$ cat src/rtl/bounded_set_table_top_defines.svh
// assertion macros for the bounded set table
`ifndef BOUNDED_SET_TABLE_TOP_DEFINES_SVH
`define BOUNDED_SET_TABLE_TOP_DEFINES_SVH

// same-cycle implication
`define BST_ASSERT_IMPL(lbl, clk, rst_n, ante, cons) \
  lbl: assert property (@(posedge clk) disable iff (!rst_n) (ante) |-> (cons)) \
    else $error("bst assertion failed");

// next-cycle implication
`define BST_ASSERT_NEXT(lbl, clk, rst_n, ante, cons) \
  lbl: assert property (@(posedge clk) disable iff (!rst_n) (ante) |=> (cons)) \
    else $error("bst assertion failed");

`endif

$ cat src/rtl/bst_pkg.sv
// shared types and codes for the bounded set table
package bst_pkg;

  localparam int VAL_W = 32;
  localparam int REQ_W = 2;
  localparam int CAP_W = 5;
  localparam int POS_W = 4;
  localparam int CNT_OUT_W = 5;

  localparam logic [REQ_W-1:0] REQ_ADD  = 2'd0;
  localparam logic [REQ_W-1:0] REQ_REM  = 2'd1;
  localparam logic [REQ_W-1:0] REQ_LOOK = 2'd2;

  localparam logic [CAP_W-1:0] CAP_RESET = 5'd16;

  typedef struct packed {
    logic                 dropped;
    logic [CNT_OUT_W-1:0] count;
    logic [POS_W-1:0]     position;
    logic                 found;
  } bst_res_t;

endpackage

$ cat src/rtl/bst_mem.sv
// entry store: one write port, one registered read port
module bst_mem
  import bst_pkg::*;
#(
  parameter int DEPTH = 16,
  parameter int IDX_W = 4
) (
  input  logic             clk,
  input  logic             we,
  input  logic [IDX_W-1:0] waddr,
  input  logic [VAL_W-1:0] wdata,
  input  logic             re,
  input  logic [IDX_W-1:0] raddr,
  output logic [VAL_W-1:0] rdata
);

  logic [VAL_W-1:0] mem [DEPTH];
  logic [VAL_W-1:0] rdata_r;

  always_ff @(posedge clk) begin
    if (we) begin
      mem[waddr] <= wdata;
    end
    if (re) begin
      rdata_r <= mem[raddr];
    end
  end

  assign rdata = rdata_r;

endmodule

$ cat src/rtl/bst_ctrl.sv
// request sequencer: scans the store, then answers a look-up, adds or swap-removes one entry
module bst_ctrl
  import bst_pkg::*;
#(
  parameter int DEPTH = 16,
  parameter int IDX_W = 4,
  parameter int CNT_W = 5
) (
  input  logic             clk,
  input  logic             rst_n,
  input  logic             in_valid,
  output logic             in_ready,
  input  logic [REQ_W-1:0] in_req,
  input  logic [VAL_W-1:0] in_val,
  input  logic [CAP_W-1:0] capacity,
  input  logic             out_free,
  output logic             res_push,
  output bst_res_t         res,
  output logic             mem_we,
  output logic [IDX_W-1:0] mem_waddr,
  output logic [VAL_W-1:0] mem_wdata,
  output logic             mem_re,
  output logic [IDX_W-1:0] mem_raddr,
  input  logic [VAL_W-1:0] mem_rdata
);

  typedef enum logic [3:0] {
    ST_IDLE = 4'b0001,
    ST_SCAN = 4'b0010,
    ST_ACT  = 4'b0100,
    ST_MOVE = 4'b1000
  } state_t;

  state_t           state_r, state_nxt;
  logic [CNT_W-1:0] cnt_r, cnt_nxt;
  logic [CNT_W-1:0] scan_r, scan_nxt;
  logic [IDX_W-1:0] cmp_idx_r, cmp_idx_nxt;
  logic             cmpv_r, cmpv_nxt;
  logic [IDX_W-1:0] slot_r, slot_nxt;
  logic             hit_r, hit_nxt;
  logic [REQ_W-1:0] req_r, req_nxt;
  logic [VAL_W-1:0] val_r, val_nxt;
  logic [CNT_W-1:0] cap_eff;
  logic             issue;
  logic             hit_now;
  logic             has_room;
  logic [CNT_W-1:0] last_idx;

  assign cap_eff  = ({27'd0, capacity} > DEPTH) ? CNT_W'(DEPTH) : CNT_W'(capacity);
  assign issue    = scan_r < cnt_r;
  assign hit_now  = cmpv_r && (mem_rdata == val_r);
  assign has_room = cnt_r < cap_eff;
  assign last_idx = cnt_r - 1'b1;
  assign in_ready = (state_r == ST_IDLE);

  always_comb begin
    state_nxt   = state_r;
    cnt_nxt     = cnt_r;
    scan_nxt    = scan_r;
    cmp_idx_nxt = cmp_idx_r;
    cmpv_nxt    = cmpv_r;
    slot_nxt    = slot_r;
    hit_nxt     = hit_r;
    req_nxt     = req_r;
    val_nxt     = val_r;
    mem_we      = 1'b0;
    mem_waddr   = cnt_r[IDX_W-1:0];
    mem_wdata   = val_r;
    mem_re      = 1'b0;
    mem_raddr   = scan_r[IDX_W-1:0];
    res_push    = 1'b0;
    res.found    = hit_r;
    res.position = POS_W'(slot_r);
    res.count    = CNT_OUT_W'(cnt_r);
    res.dropped  = 1'b0;
    unique case (state_r)
      ST_IDLE: begin
        if (in_valid) begin
          req_nxt   = in_req;
          val_nxt   = in_val;
          scan_nxt  = '0;
          cmpv_nxt  = 1'b0;
          state_nxt = ST_SCAN;
        end
      end
      ST_SCAN: begin
        if (hit_now) begin
          hit_nxt   = 1'b1;
          slot_nxt  = cmp_idx_r;
          state_nxt = ST_ACT;
        end else if (!issue) begin
          hit_nxt   = 1'b0;
          slot_nxt  = '0;
          state_nxt = ST_ACT;
        end else begin
          mem_re      = 1'b1;
          cmp_idx_nxt = scan_r[IDX_W-1:0];
          cmpv_nxt    = 1'b1;
          scan_nxt    = scan_r + 1'b1;
        end
      end
      ST_ACT: begin
        case (req_r)
          REQ_ADD: begin
            res.dropped = !hit_r && !has_room;
            if (!hit_r && has_room) begin
              res.count = CNT_OUT_W'(cnt_r + 1'b1);
            end
            if (out_free) begin
              res_push  = 1'b1;
              state_nxt = ST_IDLE;
              if (!hit_r && has_room) begin
                mem_we  = 1'b1;
                cnt_nxt = cnt_r + 1'b1;
              end
            end
          end
          REQ_REM: begin
            if (hit_r) begin
              mem_re    = 1'b1;
              mem_raddr = last_idx[IDX_W-1:0];
              state_nxt = ST_MOVE;
            end else if (out_free) begin
              res_push  = 1'b1;
              state_nxt = ST_IDLE;
            end
          end
          default: begin
            if (out_free) begin
              res_push  = 1'b1;
              state_nxt = ST_IDLE;
            end
          end
        endcase
      end
      ST_MOVE: begin
        res.count = CNT_OUT_W'(last_idx);
        mem_waddr = slot_r;
        mem_wdata = mem_rdata;
        if (out_free) begin
          mem_we    = 1'b1;
          cnt_nxt   = last_idx;
          res_push  = 1'b1;
          state_nxt = ST_IDLE;
        end
      end
      default: begin
        state_nxt = ST_IDLE;
      end
    endcase
  end

  always_ff @(posedge clk) begin
    if (!rst_n) begin
      state_r <= ST_IDLE;
      cnt_r   <= '0;
      cmpv_r  <= 1'b0;
    end else begin
      state_r <= state_nxt;
      cnt_r   <= cnt_nxt;
      cmpv_r  <= cmpv_nxt;
    end
  end

  always_ff @(posedge clk) begin
    scan_r    <= scan_nxt;
    cmp_idx_r <= cmp_idx_nxt;
    slot_r    <= slot_nxt;
    hit_r     <= hit_nxt;
    req_r     <= req_nxt;
    val_r     <= val_nxt;
  end

endmodule

$ cat src/rtl/bounded_set_table_top.sv
// bounded set table top: array-backed set with swap remove
// steps: accept (idle), a scan of the stored entries (memory read port), an action step,
//   plus a move step for a remove that hits; result then sits in the output register
// one request at a time: none is taken before the last result is pushed; a full output stalls it
// reset: rst_n synchronous active low; count cleared, capacity set to 16, store undefined
module bounded_set_table_top
  import bst_pkg::*;
#(
  parameter int DEPTH = 16
) (
  input  logic        clk,
  input  logic        rst_n,
  input  logic        in_tvalid,
  output logic        in_tready,
  input  logic [31:0] in_tdata,   // value[31:0]
  input  logic [1:0]  in_tuser,   // req_type[1:0]
  output logic        out_tvalid,
  input  logic        out_tready,
  output logic [15:0] out_tdata,  // found[0], position[4:1], count[9:5], dropped[10], zero
  input  logic        cfg_valid,
  output logic        cfg_ready,
  input  logic [4:0]  cfg_data    // capacity[4:0]
);

  localparam int IDX_W = (DEPTH > 1) ? $clog2(DEPTH) : 1;
  localparam int CNT_W = $clog2(DEPTH + 1);

  logic [CAP_W-1:0] cap_r;
  logic             out_vld_r, out_vld_nxt;
  bst_res_t         out_res_r;
  bst_res_t         res;
  logic             res_push;
  logic             out_free;
  logic             mem_we;
  logic [IDX_W-1:0] mem_waddr;
  logic [VAL_W-1:0] mem_wdata;
  logic             mem_re;
  logic [IDX_W-1:0] mem_raddr;
  logic [VAL_W-1:0] mem_rdata;

  assign cfg_ready   = 1'b1;
  assign out_free    = !out_vld_r || out_tready;
  assign out_vld_nxt = res_push || (out_vld_r && !out_tready);
  assign out_tvalid  = out_vld_r;
  assign out_tdata   = {5'd0, out_res_r};

  always_ff @(posedge clk) begin
    if (!rst_n) begin
      cap_r     <= CAP_RESET;
      out_vld_r <= 1'b0;
    end else begin
      out_vld_r <= out_vld_nxt;
      if (cfg_valid && cfg_ready) begin
        cap_r <= cfg_data;
      end
    end
  end

  always_ff @(posedge clk) begin
    if (res_push) begin
      out_res_r <= res;
    end
  end

  bst_ctrl #(
    .DEPTH (DEPTH),
    .IDX_W (IDX_W),
    .CNT_W (CNT_W)
  ) u_ctrl (
    .clk       (clk),
    .rst_n     (rst_n),
    .in_valid  (in_tvalid),
    .in_ready  (in_tready),
    .in_req    (in_tuser),
    .in_val    (in_tdata),
    .capacity  (cap_r),
    .out_free  (out_free),
    .res_push  (res_push),
    .res       (res),
    .mem_we    (mem_we),
    .mem_waddr (mem_waddr),
    .mem_wdata (mem_wdata),
    .mem_re    (mem_re),
    .mem_raddr (mem_raddr),
    .mem_rdata (mem_rdata)
  );

  bst_mem #(
    .DEPTH (DEPTH),
    .IDX_W (IDX_W)
  ) u_mem (
    .clk   (clk),
    .we    (mem_we),
    .waddr (mem_waddr),
    .wdata (mem_wdata),
    .re    (mem_re),
    .raddr (mem_raddr),
    .rdata (mem_rdata)
  );

`include "bounded_set_table_top_defines.svh"

  `BST_ASSERT_NEXT(a_busy_after_accept, clk, rst_n, in_tvalid && in_tready, !in_tready)
  `BST_ASSERT_IMPL(a_push_only_when_free, clk, rst_n, res_push, out_free)
  `BST_ASSERT_IMPL(a_drop_not_found, clk, rst_n, out_vld_r && out_res_r.dropped,
                   !out_res_r.found && (out_res_r.position == '0))
  `BST_ASSERT_IMPL(a_count_bound, clk, rst_n, out_vld_r, {27'd0, out_res_r.count} <= DEPTH)

endmodule

$ cat config.mk
export PLATFORM = sky130hd
export DESIGN_NAME = bounded_set_table_top
export DESIGN_NICKNAME = d
export VERILOG_FILES = /design/src/rtl/bst_pkg.sv /design/src/rtl/bst_mem.sv /design/src/rtl/bst_ctrl.sv /design/src/rtl/bounded_set_table_top.sv
export VERILOG_INCLUDE_DIRS = /design/src /design/src/rtl
export SDC_FILE = /design/constraint.sdc
export NUM_CORES = 1
export LEC_CHECK = 0
export BUFFER_PORTS_ARGS = -buffer_cell sky130_fd_sc_hd__buf_4
export CAP_MARGIN = 20
export CORE_ASPECT_RATIO = 1.2
export CORE_MARGIN = 3
export CORE_UTILIZATION = 33
export CTS_CLUSTER_DIAMETER = 30
export DETAILED_ROUTE_END_ITERATION = 16
export MAX_ROUTING_LAYER = met4
export PLACE_DENSITY = 0.55
export SLEW_MARGIN = 0
export SYNTH_ARGS = -nofsm -noshare
export SYNTH_HDL_FRONTEND = slang
export SYNTH_SLANG_ARGS = --single-unit
$ cat constraint.sdc
create_clock -name clk -period 3.5 [get_ports clk]
set_input_delay 0.35 -clock clk [delete_from_list [all_inputs] [get_ports clk]]
set_output_delay 0.35 -clock clk [all_outputs]
set_load 0.01 [all_outputs]
# Yosys cells after proc, flatten, opt, wreduce, memory -nomap -nowiden
# Memory sizes are Yosys's and may differ from the RTL's. A register that Yosys moved wholly into a read port is not among the register bits.
# Cells that the tools add are included.
# W data, S select, Z words.
[totals]
output_inout_bits = 19
n_memories = 1
in_bits = 44
register_bits = 75
mem_bits_rw = 512
[memory_table]
columns = ["memory", "words", "word_bits", "read_ports", "rd_ports_with_merged_regs", "wr", "line_no", "source"]
rows = [
  ["u_mem.mem", 16, 32, 1, 1, 1, "bst_mem.sv:17", "logic [VAL_W-1:0] mem [DEPTH];"],
]
[classes]
order_cmp = 3
bitwise_logic = 1
n_addsub = 3
n_mux = 46
n_eq_ne = 14
reduce_logical = 20
[op_table]
columns = ["cell", "count"]
rows = [
  ["$mux W4", 12],
  ["$mux W5", 9],
  ["$eq A32 B32 Y1", 1],
  ["$mux W32", 1],
  ["$pmux W5 S2", 3],
  ["$mux W1", 16],
  ["$pmux W4 S4", 1],
  ["$ne A2 B2 Y1 const B", 6],
  ["$add A5 B1 Y5 const B", 2],
  ["$lt A5 B5 Y1", 2],
  ["$pmux W1 S2", 4],
  ["$reduce_and A2 Y1", 4],
  ["$reduce_and A4 Y1", 2],
  ["$gt A5 B5 Y1 const B", 1],
  ["$sub A5 B1 Y5 const B", 1],
  ["$eq A4 B1 Y1 const B", 1],
  ["$eq A4 B2 Y1 const B", 1],
  ["$eq A4 B3 Y1 const B", 1],
  ["$eq A4 B4 Y1 const B", 1],
  ["$logic_and A1 B1 Y1", 4],
  ["$logic_not A1 Y1", 4],
  ["$reduce_bool A2 Y1", 2],
  ["$ne A3 B3 Y1 const B", 1],
  ["$reduce_and A3 Y1", 1],
  ["5 further kinds", 6],
]

# Logic depth before layout (Yosys ltp)
# Gate-level depths: netlist of run 1.
[logic_depth]
depth_word = 10
depth_mapped = 12
mapped_depth_nobuf = 9

# Hierarchy
# Synthesis of run 1 repeated with hierarchy kept, for this count alone.
[hier_totals]
hier_cells = 1266
hier_area_um2 = 24317.1
[by_module_without_submodules]
columns = ["module", "area_per_inst_um2", "instances", "cells_each"]
rows = [
  ["bst_mem", 20155.6, 1, 838],
  ["bst_ctrl", 3550.9, 1, 389],
  ["bounded_set_table_top", 610.6, 1, 39],
]

# Least setup slack after synthesis of run 1
# Ideal clock, no wire load.
[synth_path]
path_kind = "register -> register"
from = "register u_ctrl.cnt_r[0]"
to = "memory u_mem.mem[11][0], enable pin"
stages_incl_launch_ff = 8
slack_ps = -289
t_arrival_ps = 3364
required_time_ps = 3075
period_less_slack_ps = 3789
path_cell_list = "dfxtp_1 -> clkbuf_1 -> or3b_1 -> a211oi_2 -> o211ai_1 -> o31ai_1 -> and2_1 -> nor2b_1"
[synth_between]
elab_chain_len = 8
elab_cells_between_ends = 9
classes_between = "order compare (1); mux (7); reduce/logical (1)"
[synth_lines]
columns = ["element", "line_no", "source"]
rows = [
  ["start: declaration", "bst_ctrl.sv:35", "logic [CNT_W-1:0] cnt_r, cnt_nxt;"],
  ["start signal: assignment", "bst_ctrl.sv:160", "cnt_r <= cnt_nxt;"],
  ["$lt A5 B5 Y1", "bst_ctrl.sv:52", "assign has_room = cnt_r < cap_eff;"],
  ["$logic_and A1 B1 Y1", "bst_ctrl.sv:112", "if (!hit_r && has_room) begin"],
  ["$mux W1", "bst_ctrl.sv:112", ""],
  ["$mux W1", "bst_ctrl.sv:109", "if (out_free) begin"],
  ["$mux W1", "bst_ctrl.sv:103", "case (req_r)"],
  ["$pmux W1 S2", "bst_ctrl.sv:76", "unique case (state_r)"],
  ["$mux W1", "bst_mem.sv:21", "if (we) begin"],
  ["$mux W1 (not written as such)", "bst_mem.sv:22", "mem[waddr] <= wdata;"],
  ["end: declaration", "bst_mem.sv:17", ""],
]
# Parallel ways exist; a longest one is shown, timed or not.

# Worst setup path in the final report of run 1
[layout_path]
from = "register u_ctrl.state_r[2]"
to = "register u_mem.rdata_r[18], in the netlist u_mem.rdata[18] (read register of u_mem.mem) (data pin)"
[layout_between]
elab_chain_len = 2
elab_cells_between_ends = 4
classes_between = "eq/ne (2); mux (2)"
[layout_lines]
columns = ["element", "line_no", "source"]
rows = [
  ["start: declaration", "bst_ctrl.sv:34", "state_t state_r, state_nxt;"],
  ["start signal: assignment", "bst_ctrl.sv:159", "state_r <= state_nxt;"],
  ["$eq A4 B3 Y1 or $eq A4 B2 Y1 (tied branches)", "bst_ctrl.sv:76", ""],
  ["$pmux W1 S2 or $mux W4 (tied branches)", "bst_ctrl.sv:76", ""],
  ["end: declaration", "bst_mem.sv:18", "logic [VAL_W-1:0] rdata_r;"],
]
# Parallel ways exist; a longest one is shown, timed or not.
# A chain may end at the register's enable or synchronous reset.

==> results of run 1 <==
-- metrics by stage --
| stage | TNS (ns) | total power, mW |
|---|---|---|
| after floorplan | -47.35 | 9.06 |
| after global routing | 0 | 20.6 |
| after detailed placement | 0 | 9.49 |
| after CTS | 0 | 20.2 |
| after global placement | 0 | 9.47 |
| final | 0 | 20.0 |
-- per-layer routing --
| layer | vias to the layer above | track usage [%] |
|---|---|---|
| met5 | - | - |
| met4 | 0 | 7.63 |
| met3 | 170 | 2.53 |
| met2 | 885 | 31.4 |
| met1 | 9479 | 24.3 |
| li1 | 8488 | - |
-- worst max-delay path, cell delays in order (launching register included) --
cell and delay [ns]:
dfxtp_1 0.48, or4b_4 0.58, nor2_4 0.25, buf_4 0.59, o31ai_4 0.30, buf_4 0.29, a222oi_1 0.34, a211o_1 0.18
-- cell usage after synthesis, types with 2 or more instances --
library cell	n	area, um^2
edfxtp_1	603	18100
nand2_1	311	1170
a21oi_1	271	1360
mux2i_1	133	1330
clkbuf_1	107	402
a31oi_1	69	432
nor2_1	65	244
and4_1	60	526
nor3_1	44	220
nand3_1	43	215
nor4_1	35	219
a211o_1	32	280
a21boi_0	32	240
a222oi_1	32	320
o22ai_1	32	200
xnor2_1	28	245
buf_2	19	95.1
xor2_1	18	158
dfxtp_1	16	320
buf_1	14	52.6
buf_4	13	97.6
inv_1	13	48.8
ha_1	11	138
nand4_1	11	68.8
buf_6	10	113
o21ai_0	9	45.0
a2111oi_0	6	52.6
a21o_1	6	45.0
and2_1	6	37.5
nand2b_1	6	37.5
nand3b_1	6	45.0
nor2b_1	6	37.5
o211ai_1	5	37.5
or4_1	5	37.5
o31ai_1	4	30.0
and3_1	3	18.8
nor4b_1	3	26.3
conb_1	2	7.51
nor3b_1	2	15.0
o311ai_0	2	17.5
or3_1	2	12.5
or4b_2	2	20.0
-- repair_timing --
action                                  in CTS  in global routing
endpoints found under the hold margin       42                  0
hold buffers                                46                  0
endpoints found under the setup margin       0                  0
resized for setup                            0                  0
-- cells by family (layout without fill, tap and decap cells) --
family | count (synthesis) | in the layout | share of synthesized area (%)
mux | 134 | 134 | 4.92
xor+xnor | 46 | 46 | 1.48
fa+ha+maj | 11 | 11 | 0.504
other cells | 2 | 6 | 0.0275
flops | 619 | 619 | 67.5
simple gates | 617 | 617 | 11.1
compound gates | 509 | 509 | 11.5
buf+inv | 176 | 413 | 2.96
-- flip-flops by register name, indices dropped and copies added, names as in the netlist --
register,flops
cap_r,5
u_ctrl.cmpv_r,1
u_ctrl.val_r,32
u_mem.rdata,32
u_ctrl.scan_r,5
u_mem.mem,512
out_tvalid,1
u_ctrl.hit_r,1
out_tdata,11
u_ctrl.slot_r,4
u_ctrl.cmp_idx_r,4
u_ctrl.cnt_r,5
u_ctrl.state_r,4
u_ctrl.req_r,2
-- layout by cell type (no fill, tap or decap), drive strengths merged, types with 6 or more instances in the layout --
cell type / instances
and4: 60
inv: 37
mux2i: 133
nor2: 66
a222oi: 32
a31oi: 69
clkbuf: 120
nand2: 311
conb: 6
dlygate4sd3: 46
dfxtp: 16
buf: 149
clkinv: 38
nand3b: 6
o21ai: 9
nor3: 45
a211o: 32
xnor2: 28
o22ai: 32
nor4: 35
ha: 11
nand3: 43
a21oi: 272
and2: 6
a21boi: 32
bufinv: 13
edfxtp: 603
xor2: 18
nor2b: 6
nand4: 11
nand2b: 6
a2111oi: 6
clkinvlp: 10
a21o: 6
-- power groups by stage --
stage	Sequential (mW)	Clock (mW)	Combinational, mW
floorplan	8.39	0	0.667
global placement	8.43	0	1.05
detailed placement	8.43	0	1.07
CTS	8.28	10.8	1.12
global route	8.28	11.1	1.21
finish	8.28	10.6	1.12
-- area by class of cell --
| type | instances | area [um^2] |
|---|---|---|
| timing repair buffer | 195 | 1940 |
| tap | 1044 | 1310 |
| clock inverter | 85 | 925 |
| clock buffer | 120 | 2790 |
| multi-input combinational | 1323 | 8330 |
| sequential | 619 | 18400 |
| inverter | 13 | 51.3 |
| fill | 7398 | 47500 |
-- worst min path at each step --
stage	startpoint	end	depth (start not counted)
finish	in_tvalid	u_ctrl.state_r[3]	4
CTS	in_tvalid	u_ctrl.state_r[3]	4
detailed placement	cap_r[0]	cap_r[0]	2
global route	in_tvalid	u_ctrl.state_r[3]	4
global placement	cap_r[2]	cap_r[2]	2
floorplan	rst_n	u_ctrl.state_r[0]	1
==> impl_results.md, run 1 <==
* Outcome: completed
* Fmax at 318 MHz
* Routed wire length at 81.2 mm
* Netlist cell types at 59
* R2r setup slk at 0.35 ns
* Hold slack at 0.0844 ns
* Core Rows at 114
* Synthesized area per cell at 12.9 um^2
* Die Y at 321 um
* CTS Buf Count at 109
* Critical Path Sink: u_mem.rdata[18]
* Place WS at 0.408 ns
* Avg Vias per Cell at 5.60
* Vias at 19022
* Synth Warn # at 0
* Final ANT Viol Nets at 0
* Synth Register Bits at 619
* Core area at 81300 um^2
* Port Buf Inserts at 56
* Clock skew at 0.0279 ns
* Highest routed layer: met4
* Average wire per standard cell at 23.9 um
* Maxcap violations at 0
* Cell total after placement at 3148
* Die Area at 86200 um^2
* First-pass GRT wire length at 121 mm
* Detailed Place HPWL at 47.2 mm
* Sink Count at 619
* FFs w/ async S/R, synth at 0%
* Crit path DAT at 3.68 ns
* Residual DRC at 0
* Synthesized cell area at 27300 um^2
* R2R depth at 7
* Hold Path Class: in2reg
* Final period util at 89.9%
* Leak at 11.5 nW
* Comb pwr share at 5.6%
* Drt first pass iters at 6
* Final Cell Area at 33800 um^2
* Switching portion of total power at 22.8%
* GR Overflow Total at 0
* Worst Path Required at 4.03 ns
* Worst-path clk slew at 0.05 ns
* Vias in the first global route at 18967
* Post-synth EDFFs at 603
* Met3 WL at 5.81 mm
* Slew Limit Headroom at 31.4%
* RD Place Congestion at 0.810
* Final core occ at 41.5%
* Slew Limit Fails at 0
* CTS Buffer Depth at 3
* DR iter-0 viols at 2064
* Setup Fix Bufs, Post-CTS at 0
* Worst slew pin tran at 1.02 ns
* Layout area overhead at 23.8%
* Antenna violations before repair at 2
* Pwr/cell area at 592 nW/um^2
* Nets at 2316
* I/O pin count at 63
* H-Tree Level Count at 3
* CP Class: reg2reg
* Die Wd at 269 um
* RSZ-0062 raised after global routing: false
* Post-synthesis cell count at 2114
* Ys flop type: edfxtp_1
* Share of cells above drive strength 1 at 16.0%
* Seq/Total Area, Yosys at 67.5%
* Final setup fails at 0
* Crit Path Max Fanout at 35
* Final hold violations at 0
* Post-route non-filler standard cell count at 3399
* Design internal power at 15.4 mW
* Minimum clock period at 3.15 ns
* ANT cells at 0
* Launch point of the worst reg-to-reg path: u_ctrl.state_r[2]
* Total track usage at 19.2%
* Worst Setup SP: u_ctrl.state_r[2]
* Root Buffer Master: clkbuf_16
* Largest net degree at the start of global routing at 66
* Initial core utilization at 33.6%
* Net switching power at 4.56 mW
* Sequential Power Share at 41.4%
* CP endpoint kind: flop
* Wire length on met1 at 32.9 mm
* Peak VDD IR at 0.339 mV
* Clock network power share at 53.0%
* CP Launch Type: flop
* Placed inst area at 29600 um^2
* Clk_lat worst skew at 0.66 ns
* Setup slack after layout at 0.353 ns
* CTS tree: yes
* Worst reg2reg endpoint: u_mem.rdata[18]
* WL met2 at 39.8 mm
Note: power is estimated with default switching activity, not from simulation.
==> run 2: changes to the inputs <==
--- a/config.mk
+++ b/config.mk
@@ -18,4 +18,5 @@
 export SLEW_MARGIN = 0
 export SYNTH_ARGS = -nofsm -noshare
 export SYNTH_HDL_FRONTEND = slang
+export SYNTH_HIERARCHICAL = 1
 export SYNTH_SLANG_ARGS = --single-unit
==> run 2 against run 1 <==
Against the previous run:
- flip-flop and latch count unchanged
- non-clock buffer count shrank 31
- register-to-register slack got worse by 0.17 ns
- clock power about the same
- clock-buffer cell count unchanged
- routed wire length decreased by 25%
- worst setup slack worse by 0.17 ns
- sequential power up 2%
- combinational power grew 82%
- sequential share of layout area rose by 5.2 points
- synthesized cell count fell by 40%
==> impl_results.md, run 2 <==
* Synthesized area per cell at 19.2 um^2 (+49%)
* Share of cells above drive strength 1 at 29.0% (+13 points)
* Drt first pass iters at 5 (-1)
* H-Tree Level Count at 3 (unchanged)
* Fillers at 6377 (-14%)
* Netlist cell types at 56 (-5.1%)
* Commonest non-fill, non-tap cells in the layout: 603 x edfxtp_1, 153 x nand2_1, 128 x mux4_2
* Multi-input gate area at 5710 um^2 (-32%)
* CP endpoint kind: flop
* Final hold violations at 0 (unchanged)
* # resized after CTS at 0 (unchanged)
* CP Launch Type: flop
* Nets at 1532 (-34%)
* DR iter-0 viols at 1039 (-50%)
* Leak at 10.2 nW (-12%)
* Grt met2 use at 26.9% (-4.5 points)
* Root Buffer Master: clkbuf_16
* Worst Path Required at 3.88 ns (-0.15 ns)
* Port Buf Inserts at 56 (unchanged)
* Setup Fix Bufs, Post-CTS at 0 (unchanged)
* Layout area overhead at 26.8%
* First-pass GRT wire length at 89.8 mm (-26%)
* RSZ-0062 raised after global routing: false
* Top cell type's share of synthesized area at 74.5% (+8.1 points)
* Hold slack at 0.0719 ns (-0.0125 ns)
* Outcome: completed
* Routing usage on met3 at 2.68% (+0.15 points)
* WP depth at 8 (+1)
* Die Area at 77000 um^2 (-11%)
* Worst reg2reg endpoint: u_mem/rdata[21]
* Fmax at 301 MHz (-5.1%)
* Register name with the most flops: u_mem/mem
* Worst slew pin tran at 0.691 ns (-0.333 ns)
* CP Class: reg2reg
* Seq/Total Area, Yosys at 75.8% (+8.3 points)
* CTS tree: yes
* Largest net degree at the start of global routing at 43 (-35%)
* Commonest non-fill, non-tap cell in the layout: edfxtp_1
* Critical Path Sink: u_mem/rdata[21]
* Peak VDD IR at 0.434 mV (+28%)
* CTS Hold Buffers Added at 44 (-4.3%)
* ANT cells at 0 (unchanged)
* R2R depth at 8 (+1)
* Buffer and inverter count on the worst path at 2 (unchanged)
* Vias at 12938 (-32%)
* RD Place Congestion at 0.778 (-3.9%)
* Maxcap violations at 0 (unchanged)
* Post-route non-filler standard cell count at 2504 (-26%)
* Synth area leader: edfxtp_1
* Worst-path clk slew at 0.05 ns (about the same)
* Most common cell in the netlist: edfxtp_1
* Initial core utilization at 33.4% (-0.12 points)
* Launch point of the worst reg-to-reg path: u_ctrl/state_r[0]
* Sink Count at 619 (unchanged)
* I/O pin count at 63 (unchanged)
* Ranking of synthesized cells by area: edfxtp_1 74%, mux4_2 12%, nand2_1 2.4%, a22oi_1 2.0%, dfxtp_1 1.3%
* Die Y at 303 um (-5.5%)
* Minimum clock period at 3.32 ns (+0.170 ns)
* CP delay by family, top: simple AND/OR/NAND/NOR gates
* Synthesized cell area at 24300 um^2 (-11%)
* Worst Setup SP: u_ctrl/state_r[0]
* Final period util at 94.8% (+4.9 points)
* Largest register FFs at 512 (unchanged)
* Residual DRC at 0 (unchanged)
* Top post-synthesis cells by count: 603 x edfxtp_1, 153 x nand2_1, 128 x mux4_2, 64 x a22oi_1, 34 x xor2_1
* Antenna violations before repair at 0 (-2)
* Avg Vias per Cell at 5.17 (-7.7%)
* Final Cell Area at 30800 um^2 (-8.7%)
* Hold Path Class: in2reg
* CTS Buffer Depth at 3 (unchanged)
* Detailed Place HPWL at 33.4 mm (-29%)
* Final ANT Viol Nets at 0 (unchanged)
* Placed inst area at 26700 um^2 (-9.8%)
* Die Wd at 254 um (-5.5%)
* Clock skew at 0.0301 ns (+0.00219 ns)
* Critical-path cell list: or4b_4, or2_2, o21ai_4, buf_12, buf_12, mux4_2, a22oi_1, nand2_1
* Synth Warn # at 6 (+6)
* Ys flop type: edfxtp_1
* Average wire per standard cell at 24.2 um (+1.4%)
* Synth Register Bits at 619 (unchanged)
* CP peak stage delay at 0.60 ns (about the same)
* FFs w/ async S/R, synth at 0% (unchanged)
* Post-synthesis cell count at 1266 (-40%)
* Post-synth EDFFs at 603 (unchanged)
* Cell total after placement at 2259 (-28%)
* Final setup fails at 0 (unchanged)
* Slowest-stage cell, CP: or4b_4
* Vias in the first global route at 13558 (-29%)
* Slew Limit Fails at 0 (unchanged)
* Post-route setup TNS at 0 ns (unchanged)
* Crit path DAT at 3.70 ns (+0.02 ns)
* R2r setup slk at 0.18 ns (-0.17 ns)
* Most frequent CP cell: buf_12
* CTS Buf Count at 107 (-1.8%)
* Total track usage at 16.6% (-2.6 points)
* Core Rows at 108 (-5.3%)
* Routed wire length at 60.7 mm (-25%)
* Crit Path Max Fanout at 24 (-31%)
* Number of cells traversed by the worst hold path at 3 (-1)
* Core area at 72700 um^2 (-11%)
* Slew Limit Headroom at 53.9% (+23 points)
* GRT met1 Usage at 21.2% (-3.0 points)
* Pwr/cell area at 684 nW/um^2 (+16%)
* Register cell area after layout at 18400 um^2 (about the same)
* Gr busiest metal: met2
* GR Overflow Total at 0 (unchanged)
* Clk_lat worst skew at 0.65 ns (about the same)
==> run 2: cell count changes after synthesis, moves of 34 or more <==
cell      change
a21oi_1     -263
a22oi_1      +64
a31oi_1      -65
and4_1       -60
clkbuf_1     -80
mux2i_1     -127
mux4_2      +128
nand2_1     -158
nand3_1      -34
nor3_1       -34
==> run 2: how the worst min path moves through the flow <==
| stage | startpoint | end | slack [ns] |
|---|---|---|---|
| final | cfg_valid | cap_r[3] | 0.07 |
| after global placement | u_ctrl/slot_r[1] | out_tdata[2] | 0.45 |
| after CTS | cfg_valid | cap_r[3] | 0.03 |
| after global routing | cfg_valid | cap_r[1] | 0.07 |
| after detailed placement | u_ctrl/slot_r[1] | out_tdata[2] | 0.45 |
| after floorplan | rst_n | cap_r[4] | 0.41 |
==> run 2: logic make-up (layout without fill, tap and decap cells) <==
| logic type | count (synthesis) | in the layout | synth area share [%] |
|---|---|---|---|
| AO/OA/AOI/OAI | 113 | 113 | 3.28 |
| other | 2 | 6 | 0.0309 |
| buffers and inverters | 79 | 378 | 1.62 |
| flip-flops | 619 | 619 | 75.8 |
| XOR/XNOR | 41 | 41 | 1.48 |
| multiplexers | 134 | 134 | 12.1 |
| AND/OR/NAND/NOR | 267 | 267 | 5.15 |
| adder cells (fa/ha/maj) | 11 | 11 | 0.566 |
==> run 2: per-layer routing <==
layer	share of wire, %	vias to the layer above	wire length, um
met4	2.8	0	1680
met3	5.6	119	3390
li1	-	5579	-
met1	42	6797	25700
met2	49	443	30000
met5	0	-	0
==> run 2: final cells by class <==
class	instances	share of cell area (%)
flip-flops and latches	619	59.8
well taps	935	3.79
clock inverters	81	3.17
clock buffers	120	8.84
repair buffers	164	5.77
multi-input cells	572	18.5
inverters	13	0.158
==> run 2: stage by stage <==
step / power, mW / setup slack (ns) / util [%]
after floorplan: 9.90 / -0.456 / -
after global placement: 10.6 / 0.226 / 36.7
after detailed placement: 10.6 / 0.213 / 36.7
after CTS: 21.3 / 0.177 / 42.4
after global routing: 21.8 / 0.00807 / 42.4
final: 21.1 / 0.183 / 42.4
==> run 2: power by group <==
group	switching, mW	total [mW]	internal (mW)
sequential	0.0925	8.47	8.37
combinational	1.10	2.04	0.937
clock	3.57	10.6	7.02
total	4.76	21.1	16.3
==> run 2: worst reg2reg max path, delay by kind of cell (launching register included) <==
kind                   cells  cell delay [ns]
DFF                        1             0.39
AOI/OAI and AO/OA          2             0.50
muxes                      1             0.53
and+or+nand+nor            3             1.13
buffers and inverters      2             0.53
